===== src/sv/afb_pkg.sv =====
package afb_pkg;

    // Frame kinds carried in the mode field
    typedef enum logic [1:0] {
        MODE_TX     = 2'd0,
        MODE_LOCAL  = 2'd1,
        MODE_REMOTE = 2'd2,
        MODE_NONE   = 2'd3
    } mode_t;

    // Configuration register indexes
    typedef enum logic [1:0] {
        REG_DEST_ADDRESS    = 2'd0,
        REG_TRANSMIT_TYPE   = 2'd1,
        REG_LOCAL_CMD_TYPE  = 2'd2,
        REG_REMOTE_CMD_TYPE = 2'd3
    } reg_index_t;

    // Back-end sequencer states
    typedef enum logic [1:0] {
        B_NEXT = 2'd0,
        B_HEAD = 2'd1,
        B_BODY = 2'd2,
        B_SUM  = 2'd3
    } b_state_t;

    // Frame byte constants
    localparam logic [7:0] SOF_BYTE       = 8'h7E;
    localparam logic [7:0] LEN_HI_BYTE    = 8'h00;
    localparam logic [7:0] FRAME_ID_BYTE  = 8'h10;
    localparam logic [7:0] BCAST_HI_BYTE  = 8'hFF;
    localparam logic [7:0] BCAST_LO_BYTE  = 8'hFE;
    localparam logic [7:0] OPT_TX_BYTE    = 8'h00;
    localparam logic [7:0] OPT_REMOTE_BYTE = 8'h02;
    localparam logic [7:0] ZERO_BYTE      = 8'h00;

    // Length byte: bytes from frame type to last content byte
    localparam logic [7:0] TX_LEN_OFFSET  = 8'd14;
    localparam logic [7:0] LOCAL_LEN_BYTE = 8'd4;
    localparam logic [7:0] REMOTE_LEN_BYTE = 8'd15;
    localparam logic [7:0] AT_CMD_COUNT   = 8'd2;

    // Header byte positions
    localparam int STEP_W = 5;
    localparam logic [STEP_W-1:0] HS_SOF       = 5'd0;
    localparam logic [STEP_W-1:0] HS_LEN_HI    = 5'd1;
    localparam logic [STEP_W-1:0] HS_LEN_LO    = 5'd2;
    localparam logic [STEP_W-1:0] HS_TYPE      = 5'd3;
    localparam logic [STEP_W-1:0] HS_FRAME_ID  = 5'd4;
    localparam logic [STEP_W-1:0] HS_ADDR      = 5'd5;
    localparam logic [STEP_W-1:0] HS_BCAST_HI  = 5'd13;
    localparam logic [STEP_W-1:0] HS_BCAST_LO  = 5'd14;
    localparam logic [STEP_W-1:0] HS_OPT0      = 5'd15;
    localparam logic [STEP_W-1:0] HS_OPT1      = 5'd16;

    // Configuration registers as seen by the back end
    typedef struct packed {
        logic [63:0] dest_address;
        logic [7:0]  transmit_type;
        logic [7:0]  local_cmd_type;
        logic [7:0]  remote_cmd_type;
    } cfg_t;

    // Classified command passed from front to back
    typedef struct packed {
        logic       start;        // emit a header first
        logic       has_content;  // carries a content byte
        logic       last;         // close the frame with a checksum
        mode_t      mode;
        logic [7:0] len_byte;
        logic [7:0] data;
    } cmd_t;

endpackage


===== src/sv/afb_front.sv =====
module afb_front #(
    parameter int MAX_DATA = 241
) (
    input  logic              clk,
    input  logic              rst_n,
    input  logic              in_fire,
    input  afb_pkg::mode_t    in_mode,
    input  logic              in_first,
    input  logic [7:0]        in_length,
    input  logic [7:0]        in_byte,
    output logic              push,
    output afb_pkg::cmd_t     cmd,
    output logic [7:0]        remaining
);

    logic [7:0] bytes_left_reg, bytes_left_next;
    logic [7:0] count;

    // Clip transmit length and pick the frame's content count
    always_comb
    begin
        if (in_mode == afb_pkg::MODE_TX)
        begin
            count = (in_length > 8'(MAX_DATA)) ? 8'(MAX_DATA) : in_length;
        end
        else
        begin
            count = afb_pkg::AT_CMD_COUNT;
        end
    end

    // Classify the item and build the command
    always_comb
    begin
        push            = 1'b0;
        bytes_left_next = bytes_left_reg;
        cmd.start       = in_first;
        cmd.mode        = in_mode;
        cmd.data        = in_byte;
        cmd.has_content = 1'b1;
        cmd.last        = 1'b0;
        unique case (in_mode)
            afb_pkg::MODE_TX:     cmd.len_byte = count + afb_pkg::TX_LEN_OFFSET;
            afb_pkg::MODE_LOCAL:  cmd.len_byte = afb_pkg::LOCAL_LEN_BYTE;
            afb_pkg::MODE_REMOTE: cmd.len_byte = afb_pkg::REMOTE_LEN_BYTE;
            default:              cmd.len_byte = afb_pkg::ZERO_BYTE;
        endcase
        if (in_fire)
        begin
            priority if (in_first)
            begin
                if (in_mode != afb_pkg::MODE_NONE)
                begin
                    push = 1'b1;
                    if (count == 8'd0)
                    begin
                        cmd.has_content = 1'b0;
                        cmd.last        = 1'b1;
                        bytes_left_next = 8'd0;
                    end
                    else
                    begin
                        cmd.last        = (count == 8'd1);
                        bytes_left_next = count - 8'd1;
                    end
                end
            end
            else if (bytes_left_reg != 8'd0)
            begin
                push            = 1'b1;
                cmd.last        = (bytes_left_reg == 8'd1);
                bytes_left_next = bytes_left_reg - 8'd1;
            end
            else
            begin
                // Drop a stray content byte with no open frame
                push = 1'b0;
            end
        end
    end

    // Hold the count of content bytes still owed by the open frame
    always_ff @(posedge clk or negedge rst_n)
    begin
        if (!rst_n)
        begin
            bytes_left_reg <= 8'd0;
        end
        else
        begin
            bytes_left_reg <= bytes_left_next;
        end
    end

    assign remaining = bytes_left_reg;

endmodule


===== src/sv/afb_queue.sv =====
module afb_queue #(
    parameter int DEPTH = 4
) (
    input  logic              clk,
    input  logic              rst_n,
    input  logic              push,
    input  afb_pkg::cmd_t     push_cmd,
    input  logic              pop,
    output logic              head_valid,
    output afb_pkg::cmd_t     head_cmd,
    output logic              full,
    output logic [$clog2(DEPTH+1)-1:0] level
);

    localparam int AW = (DEPTH > 1) ? $clog2(DEPTH) : 1;
    localparam int CW = $clog2(DEPTH + 1);

    afb_pkg::cmd_t   mem_reg [DEPTH];
    logic [AW-1:0]   wr_ptr_reg, wr_ptr_next;
    logic [AW-1:0]   rd_ptr_reg, rd_ptr_next;
    logic [CW-1:0]   count_reg, count_next;
    logic            do_push, do_pop;

    assign do_push = push && !full;
    assign do_pop  = pop && head_valid;

    // Advance pointers with wrap at the queue depth
    always_comb
    begin
        wr_ptr_next = wr_ptr_reg;
        rd_ptr_next = rd_ptr_reg;
        count_next  = count_reg;
        if (do_push)
        begin
            wr_ptr_next = (wr_ptr_reg == AW'(DEPTH - 1)) ? '0 : wr_ptr_reg + 1'b1;
        end
        if (do_pop)
        begin
            rd_ptr_next = (rd_ptr_reg == AW'(DEPTH - 1)) ? '0 : rd_ptr_reg + 1'b1;
        end
        unique case ({do_push, do_pop})
            2'b10:   count_next = count_reg + 1'b1;
            2'b01:   count_next = count_reg - 1'b1;
            default: count_next = count_reg;
        endcase
    end

    always_ff @(posedge clk or negedge rst_n)
    begin
        if (!rst_n)
        begin
            wr_ptr_reg <= '0;
            rd_ptr_reg <= '0;
            count_reg  <= '0;
        end
        else
        begin
            wr_ptr_reg <= wr_ptr_next;
            rd_ptr_reg <= rd_ptr_next;
            count_reg  <= count_next;
        end
    end

    // Store the pushed command
    always_ff @(posedge clk)
    begin
        if (do_push)
        begin
            mem_reg[wr_ptr_reg] <= push_cmd;
        end
    end

    assign head_cmd   = mem_reg[rd_ptr_reg];
    assign head_valid = (count_reg != '0);
    assign full       = (count_reg == CW'(DEPTH));
    assign level      = count_reg;

endmodule


===== src/sv/afb_back.sv =====
module afb_back (
    input  logic              clk,
    input  logic              rst_n,
    input  afb_pkg::cfg_t     cfg,
    input  logic              head_valid,
    input  afb_pkg::cmd_t     head_cmd,
    output logic              pop,
    output logic              out_valid,
    input  logic              out_ready,
    output logic [7:0]        out_byte,
    output logic              out_end
);

    afb_pkg::b_state_t            state_reg, state_next;
    logic [afb_pkg::STEP_W-1:0]   step_reg, step_next;
    logic [7:0]                   sum_reg, sum_next;
    logic                         valid_reg, valid_next;
    logic [7:0]                   byte_reg;
    logic                         end_reg;

    logic                         adv;
    logic                         emit, summed, clear_sum, emit_end;
    logic [7:0]                   emit_byte;
    logic [7:0]                   hdr_byte, type_byte;
    logic [afb_pkg::STEP_W-1:0]   last_step;
    logic [2:0]                   addr_idx;
    logic [7:0][7:0]              dest_bytes;

    // Output register takes a byte when empty or being drained
    assign adv = !valid_reg || out_ready;

    assign dest_bytes = cfg.dest_address;
    assign addr_idx   = 3'(step_reg - afb_pkg::HS_ADDR);

    // Frame type and final header position for the head command
    always_comb
    begin
        unique case (head_cmd.mode)
            afb_pkg::MODE_LOCAL:
            begin
                type_byte = cfg.local_cmd_type;
                last_step = afb_pkg::HS_FRAME_ID;
            end
            afb_pkg::MODE_REMOTE:
            begin
                type_byte = cfg.remote_cmd_type;
                last_step = afb_pkg::HS_OPT0;
            end
            default:
            begin
                type_byte = cfg.transmit_type;
                last_step = afb_pkg::HS_OPT1;
            end
        endcase
    end

    // Header byte at the current position
    always_comb
    begin
        unique case (step_reg)
            afb_pkg::HS_SOF:      hdr_byte = afb_pkg::SOF_BYTE;
            afb_pkg::HS_LEN_HI:   hdr_byte = afb_pkg::LEN_HI_BYTE;
            afb_pkg::HS_LEN_LO:   hdr_byte = head_cmd.len_byte;
            afb_pkg::HS_TYPE:     hdr_byte = type_byte;
            afb_pkg::HS_FRAME_ID: hdr_byte = afb_pkg::FRAME_ID_BYTE;
            afb_pkg::HS_BCAST_HI: hdr_byte = afb_pkg::BCAST_HI_BYTE;
            afb_pkg::HS_BCAST_LO: hdr_byte = afb_pkg::BCAST_LO_BYTE;
            afb_pkg::HS_OPT0:     hdr_byte = (head_cmd.mode == afb_pkg::MODE_REMOTE) ?
                                             afb_pkg::OPT_REMOTE_BYTE : afb_pkg::OPT_TX_BYTE;
            afb_pkg::HS_OPT1:     hdr_byte = afb_pkg::OPT_TX_BYTE;
            default:              hdr_byte = dest_bytes[3'd7 - addr_idx];
        endcase
    end

    // Byte to emit this cycle and queue pop
    always_comb
    begin
        emit      = 1'b0;
        summed    = 1'b0;
        clear_sum = 1'b0;
        emit_end  = 1'b0;
        emit_byte = afb_pkg::ZERO_BYTE;
        pop       = 1'b0;
        unique case (state_reg)
            afb_pkg::B_NEXT:
            begin
                if (head_valid)
                begin
                    emit = 1'b1;
                    if (head_cmd.start)
                    begin
                        emit_byte = afb_pkg::SOF_BYTE;
                        clear_sum = 1'b1;
                    end
                    else
                    begin
                        emit_byte = head_cmd.data;
                        summed    = 1'b1;
                        pop       = adv;
                    end
                end
            end
            afb_pkg::B_HEAD:
            begin
                emit      = 1'b1;
                emit_byte = hdr_byte;
                summed    = (step_reg >= afb_pkg::HS_TYPE);
                pop       = adv && (step_reg == last_step) && !head_cmd.has_content;
            end
            afb_pkg::B_BODY:
            begin
                emit      = 1'b1;
                emit_byte = head_cmd.data;
                summed    = 1'b1;
                pop       = adv;
            end
            afb_pkg::B_SUM:
            begin
                emit      = 1'b1;
                emit_byte = ~sum_reg;
                emit_end  = 1'b1;
            end
            default:
            begin
                emit = 1'b0;
            end
        endcase
    end

    // Next sequencer state
    always_comb
    begin
        state_next = state_reg;
        step_next  = step_reg;
        if (adv)
        begin
            unique case (state_reg)
                afb_pkg::B_NEXT:
                begin
                    if (head_valid)
                    begin
                        if (head_cmd.start)
                        begin
                            state_next = afb_pkg::B_HEAD;
                            step_next  = afb_pkg::HS_LEN_HI;
                        end
                        else if (head_cmd.last)
                        begin
                            state_next = afb_pkg::B_SUM;
                        end
                    end
                end
                afb_pkg::B_HEAD:
                begin
                    if (step_reg == last_step)
                    begin
                        state_next = head_cmd.has_content ? afb_pkg::B_BODY : afb_pkg::B_SUM;
                    end
                    else
                    begin
                        step_next = step_reg + 1'b1;
                    end
                end
                afb_pkg::B_BODY:
                begin
                    state_next = head_cmd.last ? afb_pkg::B_SUM : afb_pkg::B_NEXT;
                end
                afb_pkg::B_SUM:
                begin
                    state_next = afb_pkg::B_NEXT;
                end
                default:
                begin
                    state_next = afb_pkg::B_NEXT;
                end
            endcase
        end
    end

    // Running checksum and output register
    always_comb
    begin
        sum_next   = sum_reg;
        valid_next = valid_reg;
        if (adv)
        begin
            valid_next = emit;
            if (clear_sum)
            begin
                sum_next = 8'd0;
            end
            else if (summed)
            begin
                sum_next = sum_reg + emit_byte;
            end
        end
    end

    always_ff @(posedge clk or negedge rst_n)
    begin
        if (!rst_n)
        begin
            state_reg <= afb_pkg::B_NEXT;
            step_reg  <= '0;
            sum_reg   <= 8'd0;
            valid_reg <= 1'b0;
        end
        else
        begin
            state_reg <= state_next;
            step_reg  <= step_next;
            sum_reg   <= sum_next;
            valid_reg <= valid_next;
        end
    end

    // Load the output payload
    always_ff @(posedge clk)
    begin
        if (adv)
        begin
            byte_reg <= emit_byte;
            end_reg  <= emit_end;
        end
    end

    assign out_valid = valid_reg;
    assign out_byte  = byte_reg;
    assign out_end   = end_reg;

endmodule


===== src/sv/api_frame_builder_top.sv =====
// Path: accepted items wait in the command queue; bytes leave via the output register.
// Throughput: one frame byte per cycle while m_tready is high and a command is queued,
// set by the back-end sequencer; content items enter at one per cycle while the command
// queue has room, and header/checksum bursts (up to 19 bytes per item) back up into it.
// Reset: asynchronous, active low; clears the queue, sequencer, checksum and
// content count, and loads the configuration registers with their defaults.
module api_frame_builder_top #(
    parameter int MAX_DATA    = 241,
    parameter int QUEUE_DEPTH = 4
) (
    input  logic        clk,
    input  logic        rst_n,
    input  logic        s_tvalid,
    output logic        s_tready,
    input  logic [15:0] s_tdata,   // [7:0] data_length, [15:8] byte_value
    input  logic [2:0]  s_tuser,   // [1:0] mode, [2] first
    output logic        m_tvalid,
    input  logic        m_tready,
    output logic [7:0]  m_tdata,   // [7:0] out_byte
    output logic        m_tlast,
    input  logic        cfg_we,
    input  logic [1:0]  cfg_index,
    input  logic [63:0] cfg_data
);

    localparam int CW = $clog2(QUEUE_DEPTH + 1);

    afb_pkg::cfg_t   cfg_reg;
    afb_pkg::cmd_t   push_cmd, head_cmd;
    logic            push, pop, head_valid, q_full;
    logic [CW-1:0]   q_level;
    logic [7:0]      remaining;
    logic            in_fire;

    // Configuration registers
    always_ff @(posedge clk or negedge rst_n)
    begin
        if (!rst_n)
        begin
            cfg_reg.dest_address    <= 64'd0;
            cfg_reg.transmit_type   <= 8'd16;
            cfg_reg.local_cmd_type  <= 8'd8;
            cfg_reg.remote_cmd_type <= 8'd23;
        end
        else if (cfg_we)
        begin
            unique case (afb_pkg::reg_index_t'(cfg_index))
                afb_pkg::REG_DEST_ADDRESS:    cfg_reg.dest_address    <= cfg_data;
                afb_pkg::REG_TRANSMIT_TYPE:   cfg_reg.transmit_type   <= cfg_data[7:0];
                afb_pkg::REG_LOCAL_CMD_TYPE:  cfg_reg.local_cmd_type  <= cfg_data[7:0];
                afb_pkg::REG_REMOTE_CMD_TYPE: cfg_reg.remote_cmd_type <= cfg_data[7:0];
                default:                      cfg_reg <= cfg_reg;
            endcase
        end
    end

    assign s_tready = !q_full;
    assign in_fire  = s_tvalid && s_tready;

    afb_front #(
        .MAX_DATA (MAX_DATA)
    ) u_front (
        .clk       (clk),
        .rst_n     (rst_n),
        .in_fire   (in_fire),
        .in_mode   (afb_pkg::mode_t'(s_tuser[1:0])),
        .in_first  (s_tuser[2]),
        .in_length (s_tdata[7:0]),
        .in_byte   (s_tdata[15:8]),
        .push      (push),
        .cmd       (push_cmd),
        .remaining (remaining)
    );

    afb_queue #(
        .DEPTH (QUEUE_DEPTH)
    ) u_queue (
        .clk        (clk),
        .rst_n      (rst_n),
        .push       (push),
        .push_cmd   (push_cmd),
        .pop        (pop),
        .head_valid (head_valid),
        .head_cmd   (head_cmd),
        .full       (q_full),
        .level      (q_level)
    );

    afb_back u_back (
        .clk        (clk),
        .rst_n      (rst_n),
        .cfg        (cfg_reg),
        .head_valid (head_valid),
        .head_cmd   (head_cmd),
        .pop        (pop),
        .out_valid  (m_tvalid),
        .out_ready  (m_tready),
        .out_byte   (m_tdata),
        .out_end    (m_tlast)
    );

    // Back end never pops an empty queue
    assert property (@(posedge clk) disable iff (!rst_n) pop |-> head_valid)
        else $error("pop from empty command queue");

    // Queue occupancy stays within its depth
    assert property (@(posedge clk) disable iff (!rst_n) q_level <= CW'(QUEUE_DEPTH))
        else $error("command queue overflow");

    // Content bytes owed never reach the clipped maximum
    assert property (@(posedge clk) disable iff (!rst_n) remaining < 8'(MAX_DATA))
        else $error("content count out of range");

    // A checksum byte is only loaded after a frame byte preceded it
    assert property (@(posedge clk) disable iff (!rst_n)
        (m_tvalid && m_tlast && !$past(m_tvalid && m_tlast && !m_tready)) |->
            $past(m_tvalid))
        else $error("checksum without preceding frame byte");

endmodule

===== config.mk =====
export PLATFORM = sky130hd
export DESIGN_NAME = api_frame_builder_top
export DESIGN_NICKNAME = d
export VERILOG_FILES = /design/src/sv/afb_pkg.sv /design/src/sv/afb_front.sv /design/src/sv/afb_queue.sv /design/src/sv/afb_back.sv /design/src/sv/api_frame_builder_top.sv
export SDC_FILE = /design/constraint.sdc
export NUM_CORES = 1
export LEC_CHECK = 0
export BUFFER_PORTS_ARGS = -buffer_cell sky130_fd_sc_hd__buf_4
export CAP_MARGIN = 30
export CORE_MARGIN = 8
export CORE_UTILIZATION = 50
export DETAILED_ROUTE_END_ITERATION = 12
export GPL_TIMING_DRIVEN = 1
export PLACE_DENSITY = 0.78
export SYNTH_ARGS = -nofsm -noshare
export SYNTH_HDL_FRONTEND = slang
export SYNTH_SLANG_ARGS = --single-unit
export TNS_END_PERCENT = 20

===== constraint.sdc =====
create_clock -name clk -period 5.6 [get_ports clk]
set_clock_uncertainty 0.05 [all_clocks]
set_input_delay 0.84 -clock clk [delete_from_list [all_inputs] [get_ports clk]]
set_output_delay 0.84 -clock clk [all_outputs]
set_load 0.01 [all_outputs]

======== Word-level counts from Yosys, hierarchy flattened ========
Memories as Yosys holds them, arrays and structs flattened.
Cells that the tools add are included.
storage, ports and cells
  memory bits (writable) .................. 84
  flip-flop bits (word level) ............. 128
  output and inout port bits .............. 11
  memories ................................ 1
  bits of input ports ..................... 90
memories
  name             depth  bits a word  rd ports  clocked after Yosys merged registers in  wr ports  RTL line         RTL
  u_queue.mem_reg  4      21           1         0                                        1         afb_queue.sv:18  afb_pkg::cmd_t mem_reg [DEPTH];
operators by class
  equal/unequal tests ..................... 33
  add/subtract/negate cells ............... 11
  bitwise logic cells ..................... 1
  reduce and logical (&&, ||, !) cells .... 30
  magnitude comparators ................... 3
  mux-type cells .......................... 57
operators by type and width
  cell                                                                   number
  8-bit two-way mux                                                      11
  8-bit one-hot mux with 8 select lines                                  1
  8-bit one-hot mux with 4 select lines                                  1
  8-bit binary-select mux with 3-bit select                              1
  8-bit one-hot mux with 3 select lines                                  1
  1-bit two-way mux                                                      21
  2-bit two-way mux                                                      10
  5-bit one-hot mux with 2 select lines                                  2
  2-bit equality test, second input constant                             9
  8-bit by 1-bit equality test with 1-bit output, second input constant  2
  8-bit one-hot mux with 2 select lines                                  1
  8-bit by 1-bit subtractor with 8-bit output, second input constant     2
  5-bit by 4-bit equality test with 1-bit output, second input constant  3
  5-bit two-way mux                                                      3
  2-bit by 1-bit equality test with 1-bit output, second input constant  5
  5-bit by 2-bit equality test with 1-bit output, second input constant  2
  2-bit AND reduction                                                    5
  8-bit by 4-bit adder with 8-bit output, second input constant          1
  8-bit adder                                                            1
  8-bit greater-than comparator, second input constant                   1
  8-bit zero test                                                        1
  2-bit inequality test, second input constant                           4
  8-bit NOT                                                              1
  2-bit one-hot mux with 4 select lines                                  1
  other kinds (31)                                                       45

======== Depth between registers and ports, before layout ========
Gate-level depths: netlist of the first run.
An unclocked memory read counts as a cell.
  word-level depth ........................ 10
  depth in mapped cells ................... 23
  mapped depth without buffers ............ 19

======== Modules after synthesis ========
From an unflattened synthesis of the first run, not the netlist that was laid out.
second synthesis, totals
  cell total of the unflattened synthesis .. 815
  area, all modules ....................... 10730.3 µm²
modules (own cells, without submodules)
  module                 sequential area each (µm²)  instances  area each (µm²)  cells an instance
  afb_queue              2697.6                      1          3533.4           150
  api_frame_builder_top  2209.6                      1          3313.2           189
  afb_back               670.6                       1          2661.3           306
  afb_front              200.2                       1          1222.4           170

======== Least setup slack after synthesis of the first run ========
No wires, ideal clock.
  path type ............................... flip-flop to flip-flop
  from .................................... register u_queue.rd_ptr_reg[0]
  to ...................................... register u_back.sum_reg[7]
  arrival ................................. 4693 ps
  required time ........................... 5471 ps
  setup slack ............................. 778 ps
  cell stages (with the launch flop) ...... 21
  cells stage by stage .................... dfrtp_1 > buf_2 > buf_2 > buf_2 > mux4_2 > ha_1 > clkbuf_1 > clkbuf_1 > o21ai_0 > a22oi_1 > a21oi_1 > o211ai_1 > o21ai_0 > ha_1 > and3_1 > a2111o_1 > a21o_1 > a21oi_1 > o21ai_0 > a21bo_1 > mux2i_1
between the ends
  word-level cells in the longest chain between the ends .. 8
  elaborated cells on any way between the ends .. 20
  classes of those cells .................. add/sub: 1; eq/ne: 2; mux: 14; reduce/logical: 2; memory: 1
ends and longest elaborated chain
  element                                                                                RTL line         RTL
  start: declaration                                                                     afb_queue.sv:20  logic [AW-1:0] rd_ptr_reg, rd_ptr_next;
  start signal: assignment                                                               afb_queue.sv:59  rd_ptr_reg <= rd_ptr_next;
  memory read 4 x 21 bit (*)                                                             -
  2-bit equality test or 2-bit by 1-bit equality test with 1-bit output (tied branches)  afb_back.sv:38   unique case (head_cmd.mode)
  8-bit one-hot mux with 2 select lines                                                  afb_back.sv:38
  8-bit one-hot mux with 8 select lines                                                  afb_back.sv:60   unique case (step_reg)
  8-bit one-hot mux with 4 select lines (*)                                              afb_back.sv:84   unique case (state_reg)
  net u_back.emit_byte[4]                                                                afb_back.sv:23   logic [7:0] emit_byte;
  8-bit adder (*)                                                                        afb_back.sv:194  sum_next = sum_reg + emit_byte;
  8-bit two-way mux (*)                                                                  afb_back.sv:192  else if (summed)
  8-bit two-way mux (*)                                                                  afb_back.sv:188  if (clear_sum)
  end signal: assignment                                                                 afb_back.sv:212  sum_reg <= sum_next;
  end: declaration                                                                       afb_back.sv:16   logic [7:0] sum_reg, sum_next;
Mark *: on every way through the listed nets, which the timed path passes. The rest lies on a longest branch. The select of a mux whose other input is x is not followed.
A chain may end at the register's enable or synchronous reset.

======== Final worst setup path of the first run ========
  from .................................... register u_back.step_reg[0] in the netlist's numbering
  to ...................................... register u_back.sum_reg[7]
between the ends
  word-level cells in the longest chain between the ends .. 9
  elaborated cells on any way between the ends .. 23
  classes of those cells .................. add/sub: 3; order compare: 1; eq/ne: 8; mux: 7; reduce/logical: 4
ends and longest elaborated chain
  element                                    RTL line         RTL
  start: declaration                         afb_back.sv:15   logic [afb_pkg::STEP_W-1:0] step_reg, step_next;
  start signal: assignment                   afb_back.sv:211  step_reg <= step_next;
  3-bit subtractor                           afb_back.sv:33   assign addr_idx = 3'(step_reg - afb_pkg::HS_ADDR);
  3-bit subtractor                           afb_back.sv:71   default: hdr_byte = dest_bytes[3'd7 - addr_idx];
  8-bit binary-select mux with 3-bit select  afb_back.sv:71
  8-bit two-way mux (not written as such)    afb_back.sv:71
  8-bit one-hot mux with 8 select lines (*)  afb_back.sv:60
  8-bit one-hot mux with 4 select lines (*)  afb_back.sv:84
  net u_back.emit_byte[4]                    afb_back.sv:23
  8-bit adder (*)                            afb_back.sv:194
  8-bit two-way mux (*)                      afb_back.sv:192
  8-bit two-way mux (*)                      afb_back.sv:188
Marks and branches as above.

==> results of run 1 <==
power groups by stage:
stage | clock network [mW] | registers, mW | logic (mW)
after floorplan | 0 | 2.25 | 2.11
after CTS | 1.62 | 2.35 | 2.78
after global placement | 0 | 2.36 | 2.69
final | 1.60 | 2.35 | 2.78
after detailed placement | 0 | 2.37 | 2.76
after global routing | 1.68 | 2.40 | 3.04
cell usage after synthesis, drive strengths merged, types with 3 or more instances:
library cell and number:
nand4 4, o22ai 4, a22oi 16, or2 4
edfxtp 93, a21o 4, o211ai 7, nor2b 8
o21ai 42, mux2i 3, inv 31, dfstp 6
nor3 13, nand2 48, xnor2 7, a21oi 35
buf 7, xor2 5, a32oi 3, nand3 12
ha 31, a22o 7, o221ai 3, a211oi 6
nand2b 9, dfrtp 113, a31oi 4, nor2 25
and3 4, mux4 37, mux2 93, clkbuf 36
or3 10, and2 4
layout make-up:
cell class	count	area [µm²]
fill	1543	8060
tap	270	338
clock inverter	10	131
sequential	212	5780
clock buffer	32	681
inverter	31	116
timing repair buffer	111	853
multi-input combinational	475	4140
path summary, 6_finish.rpt:
check / from / to / cells past startpoint
max in group asynchronous: rst_n / cfg_reg[60]$_DFFE_PN0P_ / 2
min in group clk: cfg_reg[55]$_DFFE_PN0P_ / cfg_reg[55]$_DFFE_PN0P_ / 1
hold reg to reg: cfg_reg[55]$_DFFE_PN0P_ / cfg_reg[55]$_DFFE_PN0P_ / 1
setup / recovery: u_back.step_reg[0]$_DFFE_PN0P_ / u_back.sum_reg[7]$_DFFE_PN0P_ / 16
setup reg to reg: u_back.step_reg[0]$_DFFE_PN0P_ / u_back.sum_reg[7]$_DFFE_PN0P_ / 16
hold / removal: rst_n / cfg_reg[38]$_DFFE_PN0P_ / 1
critical path, cell delays in order (launching register included):
cell	delay (ps)
dfrtp_1	680
inv_1	150
ha_1	790
mux4_2	410
nor2b_1	140
a211oi_1	270
a21oi_1	100
o211ai_1	170
o21ai_0	140
ha_1	380
and3_1	190
a2111o_1	440
a21o_1	190
a21oi_1	160
o21ai_0	140
a31oi_1	220
mux2i_1	100
logic make-up (layout without fill, tap and decap cells):
logic type / Yosys count / after routing
multiplexers: 133 / 133
adder cells (fa/ha/maj): 33 / 33
AND/OR/NAND/NOR: 149 / 149
flip-flops: 212 / 212
XOR/XNOR: 12 / 12
AO/OA/AOI/OAI: 148 / 148
buffers and inverters: 74 / 184
layer usage:
metal / vias to the layer above / routed length, µm
li1: 3049 / -
met1: 3403 / 9490
met2: 213 / 11500
met3: 41 / 1250
met4: 0 / 466
met5: - / 0
through the flow:
stage | instance area, µm² | power (mW)
floorplan | 10200 | 4.36
global placement | 11200 | 5.05
detailed placement | 11200 | 5.13
CTS | 12000 | 6.75
global route | 12000 | 7.12
finish | 12000 | 6.73
==> out/results.tsv, run 1 <==
metric	value	unit
power.density	559	nW/µm²
drt_iter0_drc	431	
initial_core_util	50.8	%
final_common_cell	dfrtp_1	
clk_latency	500	ps
stdcell_count	1141	
layout.nets	977	
worst_setup_path_end_kind	flip-flop	
max-slew-margin-rel	37.4	%
crit_fanout	17	
cp-start-kind	flip-flop	
vdd_drop_max	0.000248	V
ant_nets	0	
cts_buffer_depth	3	
intPower	4.33	mW
outcome	finished, final reports clean	
grt.busiest_layer	met2	
synth_edf_count	93	
yosysWarnings	0	
portBuffers	100	
drt_first_pass_iters	5	
cts_tree	done	
die_area	25200	µm²
ctsResizeCount	0	
hold_violations	0	
dp_hpwl	15700	µm
pin_count	101	
critPathKind	flip-flop to flip-flop	
synth_top_family_by_area	multiplexers	
gp_congestion	0.875	
rsz0062_at_grt	no	
vias_per_cell	5.88	
seqPwrFrac	35.0	%
reg2reg_setup_slack	770	ps
hp-class	primary input to asynchronous set/reset pin	
dp.cells	1098	
synth_top_area_share	27.7	%
diodes	0	
final_util	59.9	%
pre_cts_ws	802	ps
post_cts_buffers	0	
yosys.area_share.adder	4.19	%
setup_viol	0	
grt_max_degree	72	
met3_usage	3.18	%
post-route-period-util	86.3	%
yosys_register_bits	212	
p_leak	4.83	nW
tns	0	ps
swShare	35.7	%
muxShareOfSynthArea	18.8	%
async_flop_share	56.1	%
yosysTopAreaCell	dfrtp_1	
yosys.area_share.simple	7.22	%
setup_ws	766	ps
maxSlewViolCount	0	
synth_compound_area_share	9.31	%
drive_gt1_share	33.2	%
syn_area_per_cell	13.4	µm²
combPwrFrac	41.3	%
cts_buffers	23	
first_global_vias	6868	
ys.flop_type	dfrtp_1	
num_vias	6706	
worst_ep_arrival_time	5170	ps
hold_slack	87.4	ps
drc	0	
synth_nets	884	
row_count	52	
netlist_area	10200	µm²
maxCapViolCount	0	
largest_reg_flops	88	
synthXorXnorAreaFrac	1.03	%
use_met2	30.6	%
cts-hold-fix-buffers	0	
track_usage	17.7	%
grt_pass1_wl	36800	µm
antenna_found_initial	0	
syn_inst	761	
yosysSeqAreaShare	56.6	%
synth_area_leaders	dfrtp_1 (28%), edfxtp_1 (27%), mux2_2 (10%)	
cts_root_buf	clkbuf_16	
grt_util_met1	22.7	%
min_period	4830	ps
htreeDepth	1	
crit_required	5930	ps
design.core.area	20100	µm²
dieHeight	159	µm
ys_types	65	
pwr-share-clk	23.7	%
grt_overflow	0	
clk_pin_slew	60	ps
fmax	207	MHz
numClockSinks	212	
final_cell_mix	dfrtp_1 (113), buf_4 (110), edfxtp_1 (93)	
worst_slew_pin_slew	936	ps
die_x	159	µm
power.switching	2.40	mW
wl_per_cell	19.9	µm
wl	22700	µm
area_growth	18.0	%
Power figures use the tool's default switching activity.
==> inputs of run 2 (changes only) <==
--- a/config.mk
+++ b/config.mk
@@ -11,8 +11,10 @@
 export CORE_UTILIZATION = 50
 export DETAILED_ROUTE_END_ITERATION = 12
 export GPL_TIMING_DRIVEN = 1
-export PLACE_DENSITY = 0.78
+export PLACE_DENSITY = 0.81
+export RECOVER_POWER = 50
 export SYNTH_ARGS = -nofsm -noshare
 export SYNTH_HDL_FRONTEND = slang
+export SYNTH_HIERARCHICAL = 1
 export SYNTH_SLANG_ARGS = --single-unit
 export TNS_END_PERCENT = 20
==> constraint.sdc (replaced) <==
create_clock -name clk -period 3.9 [get_ports clk]
set_clock_uncertainty 0.05 [all_clocks]
set_input_delay 0.585 -clock clk [delete_from_list [all_inputs] [get_ports clk]]
set_output_delay 0.585 -clock clk [all_outputs]
set_load 0.01 [all_outputs]
==> out/results.tsv, run 2 <==
metric	value	unit	change
final_cell_mix	buf_4 (131), dfrtp_1 (112), edfxtp_1 (93)		was dfrtp_1 (113), buf_4 (110), edfxtp_1 (93)
wl	24800	µm	was 22700 µm
yosys_register_bits	212		unchanged
pin_count	101		unchanged
outcome	finished with violations		was finished, final reports clean
grt_pass1_wl	39800	µm	was 36800 µm
cts_tree	done		unchanged
track_usage	18.8	%	was 17.7%
largest_reg_flops	88		unchanged
design.core.area	21000	µm²	was 20100 µm²
maxCapViolCount	1		was 0
post-route-period-util	102	%	was 86.3%
combPwrFrac	45.9	%	was 41.3%
tns	-139	ps	was 0 ps
drt_iter0_drc	631		was 431
hold_path_depth	2		
fmax	251	MHz	was 207 MHz
cts_root_buf	clkbuf_16		unchanged
hold_violations	0		unchanged
min_period	3980	ps	was 4830 ps
reg2reg_setup_slack	-80	ps	was 770 ps
netlist_area	10700	µm²	was 10200 µm²
ys_types	79		was 65
die_x	162	µm	was 159 µm
dieHeight	162	µm	was 159 µm
async_flop_share	56.1	%	unchanged
cts_buffer_depth	3		unchanged
rr_startpoint	u_queue/rd_ptr_reg[0]$_DFFE_PN0P_		was u_back.step_reg[0]$_DFFE_PN0P_
cp-start-kind	flip-flop		unchanged
seqPwrFrac	32.1	%	was 35.0%
power.density	806	nW/µm²	was 559 nW/µm²
numClockSinks	212		unchanged
clk_pin_slew	60	ps	about the same
area_growth	18.7	%	was 18.0%
num_vias	7125		was 6706
critPathKind	flip-flop to flip-flop		unchanged
synth_area_leaders	dfrtp_1 (26%), edfxtp_1 (26%), mux4_2 (7.1%)		was dfrtp_1 (28%), edfxtp_1 (27%), mux2_2 (10%)
ant_nets	0		unchanged
max-slew-margin-rel	-116	%	was 37.4%
r2r_cells	17		was 16
rsz0062_at_grt	yes		was no
crit_fanout	4		was 17
hp-class	primary input to flip-flop		was primary input to asynchronous set/reset pin
wl_per_cell	20.2	µm	was 19.9 µm
yosysMostFrequentCell	dfrtp_1		unchanged
setup_viol	2		was 0
yosysWarnings	6		was 0
gp_congestion	0.994		was 0.875
grt_max_degree	66		was 72
final_area	12700	µm²	was 12000 µm²
pwr-share-clk	21.9	%	was 23.7%
cts_buffers	23		unchanged
die_area	26400	µm²	was 25200 µm²
drive_gt1_share	29.6	%	was 33.2%
vdd_drop_max	0.000415	V	was 0.000248 V
syn_area_per_cell	13.2	µm²	was 13.4 µm²
grt_overflow	0		unchanged
clk_latency	510	ps	was 500 ps
setup_ws	-81.8	ps	was 766 ps
fillers	1565		was 1543
yosysTopAreaCell	dfrtp_1		unchanged
htreeDepth	1		unchanged
diodes	0		unchanged
drc	0		unchanged
syn_inst	815		was 761
crit_required	4240	ps	was 5930 ps
synth_top_area_share	26.4	%	was 27.7%
row_count	53		was 52
yosysSeqAreaShare	53.8	%	was 56.6%
intPower	6.55	mW	was 4.33 mW
violations	capacitance limit, slew limit, setup timing		
min_from	cfg_data[13]		
worst_setup_path_end_kind	flip-flop		unchanged
swShare	36.2	%	was 35.7%
drt_first_pass_iters	6		was 5
synth_nets	939		was 884
final_common_cell	buf_4		was dfrtp_1
crit_path_start	u_queue/rd_ptr_reg[0]$_DFFE_PN0P_		was u_back.step_reg[0]$_DFFE_PN0P_
p_leak	5.15	nW	was 4.83 nW
worst_slew_pin_slew	3240	ps	was 936 ps
power.switching	3.71	mW	was 2.40 mW
antenna_found_initial	0		unchanged
maxSlewViolCount	55		was 0
synth_edf_count	93		unchanged
whs_endpoint	cfg_reg[37]$_DFFE_PN0P_		
initial_core_util	51.0	%	was 50.8%
first_global_vias	7487		was 6868
r2r-end	u_back/sum_reg[5]$_DFFE_PN0P_		was u_back.sum_reg[7]$_DFFE_PN0P_
cts-hold-fix-buffers	0		unchanged
ys.flop_type	dfrtp_1		unchanged
dp_hpwl	17800	µm	was 15700 µm
placed_area	11900	µm²	was 11200 µm²
worst_ep_arrival_time	4320	ps	was 5170 ps
synthTopCellsByCount	dfrtp_1 (113), edfxtp_1 (93), mux2_1 (60)		was dfrtp_1 (113), edfxtp_1 (93), mux2_2 (91)
layout.nets	1063		was 977
portBuffers	100		unchanged
vias_per_cell	5.79		was 5.88
[run 2: changes by cell type in the layout (fill, tap and decap cells not counted), sizes merged, moves of 7 or more]
cell	change
buf	+26
clkbuf	+18
nand3	+15
nor2	+13
a22o	-7
or3	-7
[run 2: metrics by stage]
| stage | total power, mW | hold slack [ps] | worst slack (ps) | util, % | instances |
|---|---|---|---|---|---|
| after detailed placement | 7.72 | 421 | -187 | 56.5 | 1183 |
| after global placement | 7.60 | 413 | -30.4 | 56.5 | 1183 |
| after global routing | 10.9 | 230 | -278 | 60.6 | 1231 |
| after CTS | 10.2 | 117 | -71.7 | 60.7 | 1230 |
| final | 10.3 | 241 | -81.8 | 60.6 | 1231 |
| after floorplan | 6.30 | 239 | -12.3 | - | 815 |
[run 2: worst max path at each step]
stage | endpoint | slack (ps) | cells past startpoint
after floorplan | u_back/sum_reg[7]$_DFFE_PN0P_ | -10 | 18
after detailed placement | u_back/sum_reg[7]$_DFFE_PN0P_ | -190 | 15
after CTS | u_back/sum_reg[7]$_DFFE_PN0P_ | -70 | 15
after global placement | u_back/sum_reg[7]$_DFFE_PN0P_ | -30 | 15
final | u_back/sum_reg[5]$_DFFE_PN0P_ | -80 | 17
after global routing | u_back/sum_reg[7]$_DFFE_PN0P_ | -280 | 15
[run 2: repair_timing]
action / CTS / global route
pin swaps: 11 / 15
resized for setup: 10 / 8
buffers inserted: 5 / 1
endpoints found under the setup margin: 3 / 5
[run 2: area by class of cell]
| type | count | area, µm² | share of cell area (%) |
|---|---|---|---|
| Clock inverter | 7 | 67.6 | 0.530 |
| Multi-Input combinational cell | 514 | 4520 | 35.5 |
| Inverter | 36 | 135 | 1.06 |
| Tap cell | 275 | 344 | 2.70 |
| Sequential cell | 212 | 5780 | 45.4 |
| Timing Repair Buffer | 152 | 1150 | 9.04 |
| Clock buffer | 35 | 744 | 5.84 |
[run 2: cells by family after synthesis]
kind of cell             synth area share [%]
AO/OA/AOI/OAI                            9.46
XOR/XNOR                                 1.31
adder cells (fa/ha/maj)                  4.10
buffers and inverters                    4.78
flip-flops                               53.8
multiplexers                             18.0
AND/OR/NAND/NOR                          8.52
[run 2: worst max-delay path, cell delays in order, from the launching register on]
cell and delay [ps]:
dfrtp_2 420, mux4_2 580, ha_4 210, a22oi_2 200, o21ai_1 80, a222oi_1 330
a31oi_1 180, a221oi_2 330, a21oi_2 80, ha_1 320, a21oi_2 130, o211ai_1 150
buf_4 160, buf_4 120, buf_4 120, a21oi_2 160, xor2_1 150, o21ai_0 80
[run 2: power by group through the flow]
stage / clock, mW / sequential (mW) / combinational [mW]
3_3_place_gp: 0 / 3.29 / 4.31
6_report: 2.25 / 3.30 / 4.72
3_5_place_dp: 0 / 3.32 / 4.41
5_1_grt: 2.38 / 3.35 / 5.14
2_1_floorplan: 0 / 3.19 / 3.11
4_1_cts: 2.29 / 3.29 / 4.62
[run 2: layer usage]
metal | part of all wire (%) | vias up | GRT usage (%)
met5 | 0 | - | 0
met4 | 3.0 | 0 | 6.27
met3 | 5.2 | 59 | 3.06
met2 | 50 | 223 | 33.0
met1 | 41 | 3555 | 23.2
li1 | - | 3288 | -
==> inputs of run 3 (changes only) <==
--- a/config.mk
+++ b/config.mk
@@ -7,6 +7,7 @@
 export LEC_CHECK = 0
 export BUFFER_PORTS_ARGS = -buffer_cell sky130_fd_sc_hd__buf_4
 export CAP_MARGIN = 30
+export CORE_ASPECT_RATIO = 0.8
 export CORE_MARGIN = 8
 export CORE_UTILIZATION = 50
 export DETAILED_ROUTE_END_ITERATION = 12
==> out/results.tsv, run 3 (synthesized netlist as in run 2, its figures left out) <==
metric	value	unit	change
rsz0062_at_grt	yes		unchanged
wl	24200	µm	was 24800 µm
worst_slew_pin_slew	1770	ps	was 3240 ps
drc	0		unchanged
drt_first_pass_iters	6		unchanged
dp.cells	1184		was 1183
antenna_found_initial	0		unchanged
rr_startpoint	u_queue/rd_ptr_reg[0]$_DFFE_PN0P_		unchanged
track_usage	18.3	%	was 18.8%
die_x	180	µm	was 162 µm
power.density	812	nW/µm²	was 806 nW/µm²
stdcell_count	1234		was 1231
final_cell_mix	buf_4 (139), dfrtp_1 (113), edfxtp_1 (93)		was buf_4 (131), dfrtp_1 (112), edfxtp_1 (93)
worst_ep_arrival_time	4440	ps	was 4320 ps
setup_ws	-148	ps	was -81.8 ps
cts_root_buf	clkbuf_16		unchanged
htreeDepth	1		unchanged
dieHeight	147	µm	was 162 µm
vias_per_cell	5.77		was 5.79
wl_per_cell	19.6	µm	was 20.2 µm
pre_cts_ws	-142	ps	was -187 ps
portBuffers	100		unchanged
numClockSinks	212		unchanged
crit_path_max_incr_delay	570	ps	was 580 ps
final_util	59.2	%	was 60.6%
gp_congestion	0.922		was 0.994
clk_latency	520	ps	was 510 ps
post-route-period-util	104	%	was 102%
crit_fanout	4		unchanged
initial_core_util	50.3	%	was 51.0%
worst_setup_path_end_kind	flip-flop		unchanged
max-slew-margin-rel	-17.7	%	was -116%
cp-start-kind	flip-flop		unchanged
min_from	cfg_data[21]		was cfg_data[13]
fmax	247	MHz	was 251 MHz
hp-class	primary input to flip-flop		unchanged
largest_reg_flops	88		unchanged
power	10.2	mW	was 10.3 mW
cts-hold-fix-buffers	0		unchanged
grt_max_degree	72		was 66
first_global_vias	7350		was 7487
slowest_stage	mux4_2		unchanged
vdd_drop_max	0.000473	V	was 0.000415 V
dp_hpwl	17300	µm	was 17800 µm
fillers	1603		was 1565
cts_tree	done		unchanged
maxSlewViolCount	72		was 55
design.core.area	21300	µm²	was 21000 µm²
hold_slack	235	ps	was 241 ps
violations	capacitance limit, slew limit, setup timing		unchanged
drive_gt1_share	29.3	%	was 29.6%
row_count	48		was 53
area_growth	17.6	%	was 18.7%
crit_path_start	u_queue/rd_ptr_reg[0]$_DFFE_PN0P_		unchanged
cts_buffers	22		was 23
layout.nets	1068		was 1063
grt_overflow	0		unchanged
die_area	26400	µm²	about the same
drt_iter0_drc	537		was 631
hold_violations	0		unchanged
num_vias	7126		was 7125
outcome	finished with violations		unchanged
clk_pin_slew	60	ps	about the same
critPathKind	flip-flop to flip-flop		unchanged
placed_area	11800	µm²	was 11900 µm²
ant_nets	0		unchanged
grt_pass1_wl	39200	µm	was 39800 µm
final_area	12600	µm²	was 12700 µm²
cp_cell_sequence	mux4_2 > inv_2 > ha_4 > nand2_2 > o21ai_2 > a222oi_1 > a31oi_1 > a221oi_2 > a21oi_2 > ha_1 > a21oi_2 > o211ai_1 > a2111oi_2 > or3_1 > mux2i_1 > mux2i_1		was mux4_2 > ha_4 > a22oi_2 > o21ai_1 > a222oi_1 > a31oi_1 > a221oi_2 > a21oi_2 > ha_1 > a21oi_2 > o211ai_1 > buf_4 > buf_4 > buf_4 > a21oi_2 > xor2_1 > o21ai_0
diodes	0		unchanged
crit_required	4290	ps	was 4240 ps
p_leak	5.11	nW	was 5.15 nW
cts_buffer_depth	3		unchanged
setup_viol	4		was 2
min_period	4050	ps	was 3980 ps
tns	-343	ps	was -139 ps
pin_count	101		unchanged
final_common_cell	buf_4		unchanged
maxCapViolCount	1		unchanged
run 3: changes by cell type in the layout (fill, tap and decap cells not counted), sizes merged:
cell | previous run | this run
clkinv | 5 | 7
clkbuf | 50 | 47
inv | 37 | 36
clkinvlp | 0 | 1
buf | 137 | 140
bufinv | 1 | 2
run 3: final cells by class:
type	instances	area [µm²]	share of cell area (%)
tap	275	344	2.73
multi-input combinational	514	4510	35.8
inverter	36	135	1.07
clock buffer	29	607	4.81
sequential	212	5780	45.8
clock inverter	10	116	0.922
timing repair buffer	158	1120	8.91
run 3: repair_timing:
action | CTS | global route
setup buffers | 11 | 0
pin swaps | 15 | 6
gates resized for setup | 11 | 5
setup endpoints to repair | 3 | 7
run 3: critical path: cells and delay by family (launching register included):
kind / cells / cell delay [ps]
AND/OR/NAND/NOR: 2 / 440
adder cells (fa/ha/maj): 2 / 560
multiplexers: 3 / 940
AO/OA/AOI/OAI: 8 / 1470
buffers and inverters: 1 / 120
flip-flops: 1 / 400
run 3: power by group:
group | switching [mW] | total (mW) | internal (mW) | leakage (nW)
Sequential | 0.330 | 3.27 | 2.94 | 2.27
Clock | 0.863 | 2.09 | 1.23 | 0.354
Combinational | 2.57 | 4.88 | 2.31 | 2.48
run 3: final timing paths:
kind	to	slack [ps]	cells past startpoint
worst max-delay path	u_back/sum_reg[7]$_DFFE_PN0P_	-150	16
min in group asynchronous	cfg_reg[37]$_DFFE_PN0P_	490	1
worst min register to register	cfg_reg[47]$_DFFE_PN0P_	430	1
worst max register to register	u_back/sum_reg[7]$_DFFE_PN0P_	-150	16
max in group asynchronous	u_back/sum_reg[5]$_DFFE_PN0P_	1260	2
worst min-delay path	cfg_reg[45]$_DFFE_PN0P_	230	2
run 3: per-layer routing:
layer / track usage (%) / vias to the layer above / routed length, µm
li1: - / 3304 / -
met1: 24.0 / 3541 / 10600
met2: 30.3 / 240 / 11600
met3: 4.10 / 41 / 1450
met4: 4.66 / 0 / 497
met5: 0 / - / 0
